===== config.mk =====
export PLATFORM = sky130hd
export DESIGN_NAME = m4me_mac_cell
export DESIGN_NICKNAME = d
export VERILOG_FILES = /design/src/hdl/matrix4x4_multiply_engine_top_macros.svh /design/src/hdl/m4me_pkg.sv /design/src/hdl/m4me_mac_cell.sv
export SDC_FILE = /design/constraint.sdc
export NUM_CORES = 2
export LEC_CHECK = 0
export ABC_AREA = 1
export BUFFER_PORTS_ARGS = -buffer_cell sky130_fd_sc_hd__clkbuf_2
export CORE_UTILIZATION = 35
export DETAILED_ROUTE_END_ITERATION = 16
export GPL_ROUTABILITY_DRIVEN = 0
export GPL_TIMING_DRIVEN = 1
export PLACE_DENSITY = 0.59
export RECOVER_POWER = 50
export SLEW_MARGIN = 30
export SYNTH_ARGS = -nofsm -noshare
export SYNTH_HDL_FRONTEND = slang
export SYNTH_SLANG_ARGS = --single-unit

===== constraint.sdc =====
create_clock -name i_clk -period 19.89 [get_ports i_clk]
set_clock_uncertainty 0.15 [all_clocks]
set_input_delay 2.9835 -clock i_clk [delete_from_list [all_inputs] [get_ports i_clk]]
set_output_delay 2.9835 -clock i_clk [all_outputs]
set_load 0.02 [all_outputs]

===== src/hdl/matrix4x4_multiply_engine_top_macros.svh =====
// assertion macros shared by the matrix multiply engine rtl
`ifndef MATRIX4X4_MULTIPLY_ENGINE_TOP_MACROS_SVH
`define MATRIX4X4_MULTIPLY_ENGINE_TOP_MACROS_SVH

// same-cycle implication, checked out of reset
`define M4ME_ASSERT_NOW(label, clk, rst_n, cond, expr) \
    label: assert property (@(posedge clk) disable iff (!(rst_n)) (cond) |-> (expr)) \
        else $error("same-cycle check failed");

// next-cycle implication, checked out of reset
`define M4ME_ASSERT_NEXT(label, clk, rst_n, cond, expr) \
    label: assert property (@(posedge clk) disable iff (!(rst_n)) (cond) |=> (expr)) \
        else $error("next-cycle check failed");

`endif


===== src/hdl/m4me_pkg.sv =====
// package: request types, operation codes and defaults of the matrix multiply engine
package m4me_pkg;

    // default matrix dimension
    localparam int DIM_DEFAULT = 4;

    // fixed field widths
    localparam int IDX_FIELD_W = 2;
    localparam int VALUE_W     = 32;
    localparam int PROD_W      = 2 * VALUE_W;
    localparam int FRAC_W      = 16;

    // operation codes
    localparam logic [1:0] OP_LOAD_FIRST  = 2'd0;
    localparam logic [1:0] OP_LOAD_SECOND = 2'd1;
    localparam logic [1:0] OP_MULTIPLY    = 2'd2;

    // saturation limits
    localparam logic signed [VALUE_W-1:0] VALUE_MAX = 32'sh7FFF_FFFF;
    localparam logic signed [VALUE_W-1:0] VALUE_MIN = 32'sh8000_0000;

    // input request
    typedef struct packed {
        logic [1:0]                operation;
        logic [IDX_FIELD_W-1:0]    row_index;
        logic [IDX_FIELD_W-1:0]    column_index;
        logic signed [VALUE_W-1:0] element_value;
    } t_in_req;

    // output request
    typedef struct packed {
        logic [IDX_FIELD_W-1:0]    result_row;
        logic [IDX_FIELD_W-1:0]    result_column;
        logic signed [VALUE_W-1:0] result_value;
        logic                      saturated;
        logic                      last_result;
    } t_out_req;

    // element write broadcast to every cell
    typedef struct packed {
        logic                      we_first;
        logic                      we_second;
        logic [IDX_FIELD_W-1:0]    row_index;
        logic [IDX_FIELD_W-1:0]    column_index;
        logic signed [VALUE_W-1:0] value;
    } t_load_req;

    // control that travels with each partial sum
    typedef struct packed {
        logic valid;
        logic last;
    } t_tag;

endpackage


===== src/hdl/m4me_mac_cell.sv =====
// one multiply-accumulate cell: holds column k of the first matrix and row k of the second
module m4me_mac_cell #(
    parameter int MATRIX_DIM = 4,
    parameter int CELL_IDX   = 0,
    parameter int IDX_W      = 2,
    parameter int SUM_W      = 66
) (
    input  logic                     i_clk,
    input  logic                     i_rst_n,
    input  logic                     i_en,
    input  m4me_pkg::t_load_req      i_load,
    input  m4me_pkg::t_tag           i_tag,
    input  logic [IDX_W-1:0]         i_row,
    input  logic [IDX_W-1:0]         i_col,
    input  logic signed [SUM_W-1:0]  i_sum,
    output m4me_pkg::t_tag           o_tag,
    output logic [IDX_W-1:0]         o_row,
    output logic [IDX_W-1:0]         o_col,
    output logic signed [SUM_W-1:0]  o_sum
);
    import m4me_pkg::*;

    logic signed [VALUE_W-1:0] r_first_col  [MATRIX_DIM];
    logic signed [VALUE_W-1:0] r_second_row [MATRIX_DIM];

    t_tag                     r_tag_a, r_tag_b;
    logic [IDX_W-1:0]         r_row_a, r_col_a, r_row_b, r_col_b;
    logic signed [SUM_W-1:0]  r_sum_a, r_sum_b;
    logic signed [PROD_W-1:0] r_prod;
    logic signed [PROD_W-1:0] n_prod;
    logic signed [SUM_W-1:0]  n_sum;
    logic                     hit_first, hit_second;

    // element stores, cleared at reset
    assign hit_first  = i_load.we_first  && (32'(i_load.column_index) == CELL_IDX);
    assign hit_second = i_load.we_second && (32'(i_load.row_index) == CELL_IDX);

    always_ff @(posedge i_clk) begin
        if (!i_rst_n) begin
            for (int e = 0; e < MATRIX_DIM; e++) begin
                r_first_col[e]  <= '0;
                r_second_row[e] <= '0;
            end
        end else begin
            if (hit_first) begin
                r_first_col[IDX_W'(i_load.row_index)] <= i_load.value;
            end
            if (hit_second) begin
                r_second_row[IDX_W'(i_load.column_index)] <= i_load.value;
            end
        end
    end

    // product of a[i][k] and b[k][j]
    assign n_prod = PROD_W'(r_first_col[i_row]) * PROD_W'(r_second_row[i_col]);

    // accumulate onto the incoming partial sum
    assign n_sum = r_sum_a + SUM_W'(r_prod);

    // control of the two stages
    always_ff @(posedge i_clk) begin
        if (!i_rst_n) begin
            r_tag_a <= '0;
            r_tag_b <= '0;
        end else if (i_en) begin
            r_tag_a <= i_tag;
            r_tag_b <= r_tag_a;
        end
    end

    // data of the two stages
    always_ff @(posedge i_clk) begin
        if (i_en) begin
            r_row_a <= i_row;
            r_col_a <= i_col;
            r_sum_a <= i_sum;
            r_prod  <= n_prod;
            r_row_b <= r_row_a;
            r_col_b <= r_col_a;
            r_sum_b <= n_sum;
        end
    end

    assign o_tag = r_tag_b;
    assign o_row = r_row_b;
    assign o_col = r_col_b;
    assign o_sum = r_sum_b;

endmodule


==> summary.txt <==
CTS
  • Worst-skew pair later-pin latency: 650 ps
  • Num CTS Buffers: 53
  • Total number of H-tree levels: 2
  • Clock-pin slew on the worst setup and hold paths: 60 ps
  • CTS Sinks: 464
  • Post-CTS Setup Bufs: 0
  • Root Buffer: clkbuf_16
  • Clock Path Buffers: 3
  • Hold Buf Count CTS: 0
  • TritonCTS clock tree: yes
  • Post-CTS sizing: 0

Outcome
  • Status: finished, violations left
  • Violated checks: capacitance limit, slew limit

STA
  • Final Hold Viols: 0
  • Final Critical Period: 13980 ps
  • Fin Setup TNS: 0 ps
  • Fin. max-slew vios: 536
  • Finish-stage setup viols: 0
  • RSZ-0062 raised after global routing: no
  • Max Clk Rate: 0.0715 GHz
  • Least-Margin Pin Slew: 5190 ps
  • Period utilization: 0.703
  • Slew headroom: -2.46

Synth
  • Top cell type's share of synthesized area: 0.360
  • Synth Instances: 6806
  • Main synth FF type: edfxtp_1
  • Post-synthesis sequential area ratio: 0.231
  • Number of distinct library cells after synthesis: 36
  • XOR/XNOR Fraction of Synth Area: 0.0102
  • Complex-gate fraction of the synthesized area: 0.0515
  • Count leader, synth: nand2_1
  • Mux cell area share after synthesis: 0
  • Syn_area_per_cell: 8.85 um2
  • Mapped Area: 60200 um2
  • Post-synth top cells: nand2_1, inv_1, fa_1
  • Synthesis Warnings: 0
  • Syn_nets: 8251
  • Main combinational cell family by area after synthesis: adder cells
  • Adder-cell area share of the yosys netlist: 0.412
  • Post-synthesis register bit count: 464
  • Area share of and/or/nand/nor cells after synthesis: 0.181
  • Synth top area cells: fa_1, edfxtp_1, nand2_1, inv_1, nor2_1
  • Ys async rst share: 0
  • Post-synth EDFFs: 460
  • Cell taking the most area after synthesis: fa_1

Global route
  • GRT Total Usage: 0.234
  • Number of global-route vias before repair: 49900
  • Antenna violations before repair: 3
  • Largest net degree at the start of global routing: 79
  • Grt ovf: 0
  • First-pass GRT wire length: 305000 um

Drt
  • DRT Pass-1 Iters: 6
  • ANT nets after route: 0
  • DR WL/cell: 21.8 um
  • Vias post-DR: 47300
  • Vias per cell: 5.11
  • Total routed wirelength: 201000 um
  • DRT iter0 DRCs: 4347
  • DRC viols: 0

Critical path
  • R2r worst-path depth: 25
  • CP Class: in2reg
  • Most frequent CP cell: fa_1
  • Critical path arrival: 14270 ps
  • Largest stage delay, worst path: 2160 ps
  • Crit path max-delay cell type: clkbuf_1
  • Setup crit start kind: primary input
  • Crit path required time: 20170 ps
  • Max Fanout on Critical Path: 66
  • Critical Path End Type: flip-flop

Floorplanning
  • Core area: 170000 um2
  • I/O Pins: 185
  • Core Rows: 151
  • Die Y-Extent: 417 um
  • Initial Util: 0.354
  • Die width: 417 um
  • Die area: 174000 um2

Place
  • HPWL after DPL: 157000 um
  • PortBufs: 184

Finish
  • Syn-to-layout area delta: 8.17%
  • Layout net count: 8365
  • # fillers: 17300
  • Layout cells sized above 1: 0.0642

Worst hold path
  • Hold path depth: 0
  • Worst Hold Class: reg2reg

Flow run
  • Max-cap violation count: 12
## per-stage QoR
step | hold WS (ps) | area (um2) | std cells | utilization | worst slack [ps]
floorplan | 250 | 60200 | 6806 | - | 9120
global placement | 252 | 63500 | 9157 | 0.373 | 6810
detailed placement | 256 | 63500 | 9160 | 0.373 | 6790
CTS | 269 | 65300 | 9258 | 0.383 | 7470
global route | 282 | 65200 | 9258 | 0.383 | 5270
finish | 267 | 65200 | 9260 | 0.383 | 5910
## layer usage
metal	track usage	routed length, um	vias up
li1	-	-	20600
met1	0.298	80200	23600
met2	0.376	90900	2478
met3	0.0494	18700	591
met4	0.114	11700	2
met5	0.00306	8	-
## final timing paths
kind,startpoint,end,slack [ps]
max reg2reg,r_first_col[1][31]$_SDFFCE_PN0P_,r_prod[41]$_DFFE_PP_,10430
min reg2reg,r_col_a[0]$_DFFE_PP_,o_col[0]$_DFFE_PP_,270
max,i_col[0],r_prod[41]$_DFFE_PP_,5910
min,r_col_a[0]$_DFFE_PP_,o_col[0]$_DFFE_PP_,270
## cells by family (layout without fill, tap and decap cells)
group | after synthesis | in the layout
AND/OR/NAND/NOR | 2814 | 2814
adder cells (fa/ha/maj) | 1332 | 1332
XOR/XNOR | 70 | 70
buffers and inverters | 1717 | 1874
AO/OA/AOI/OAI | 409 | 409
flip-flops | 464 | 464
other | 0 | 2
## cells in the final DEF (no fill, tap or decap), types with 2 or more instances in the layout
cell type	count
a21o_1	6
nand2_2	2
xor2_1	63
inv_6	2
o21ai_0	79
a32oi_4	26
clkbuf_8	2
clkbuf_2	164
nor4_1	7
xnor2_1	7
bufinv_16	5
inv_2	56
nand2_1	1546
buf_4	69
clkinv_4	2
nor2_1	1026
a21oi_1	224
buf_6	2
ha_1	249
o21bai_1	31
nand3_1	134
clkinv_2	21
nor3_1	56
a32oi_1	3
a32o_1	2
diode_2	2
inv_1	1450
clkbuf_16	54
clkbuf_1	36
clkinv_1	7
edfxtp_1	460
dfxtp_1	4
a32oi_2	33
nand4_1	39
clkinvlp_4	2
fa_1	1082
## cell type report
| class | instances | area, um2 | share of cell area |
|---|---|---|---|
| well taps | 2295 | 2870 | 0.0441 |
| clock inverters | 36 | 344 | 0.00528 |
| repair buffers | 266 | 1490 | 0.0228 |
| inverters | 1510 | 5670 | 0.0870 |
| diodes | 2 | 5.00 | 0.0000768 |
| flip-flops and latches | 464 | 13900 | 0.213 |
| multi-input cells | 4625 | 39500 | 0.606 |
| clock buffers | 62 | 1400 | 0.0215 |
## sequential cells by signal (all words and copies together) (netlist names)
register      count
r_first_col     128
o_col             2
r_row_a           2
o_row             2
r_second_row    128
r_sum_a          66
r_col_a           2
o_tag             2
r_prod           64
o_sum            66
r_tag_a           2
## worst max-delay path, delay by kind of cell
family | cells | cell delay [ps]
fa+ha+maj | 9 | 5180
compound gates | 1 | 110
simple gates | 10 | 1750
buf+inv | 10 | 4150
Power is left out: the tool's default activity adds up to more than one toggle a clock period on the data nets, which glitch-free logic cannot reach.
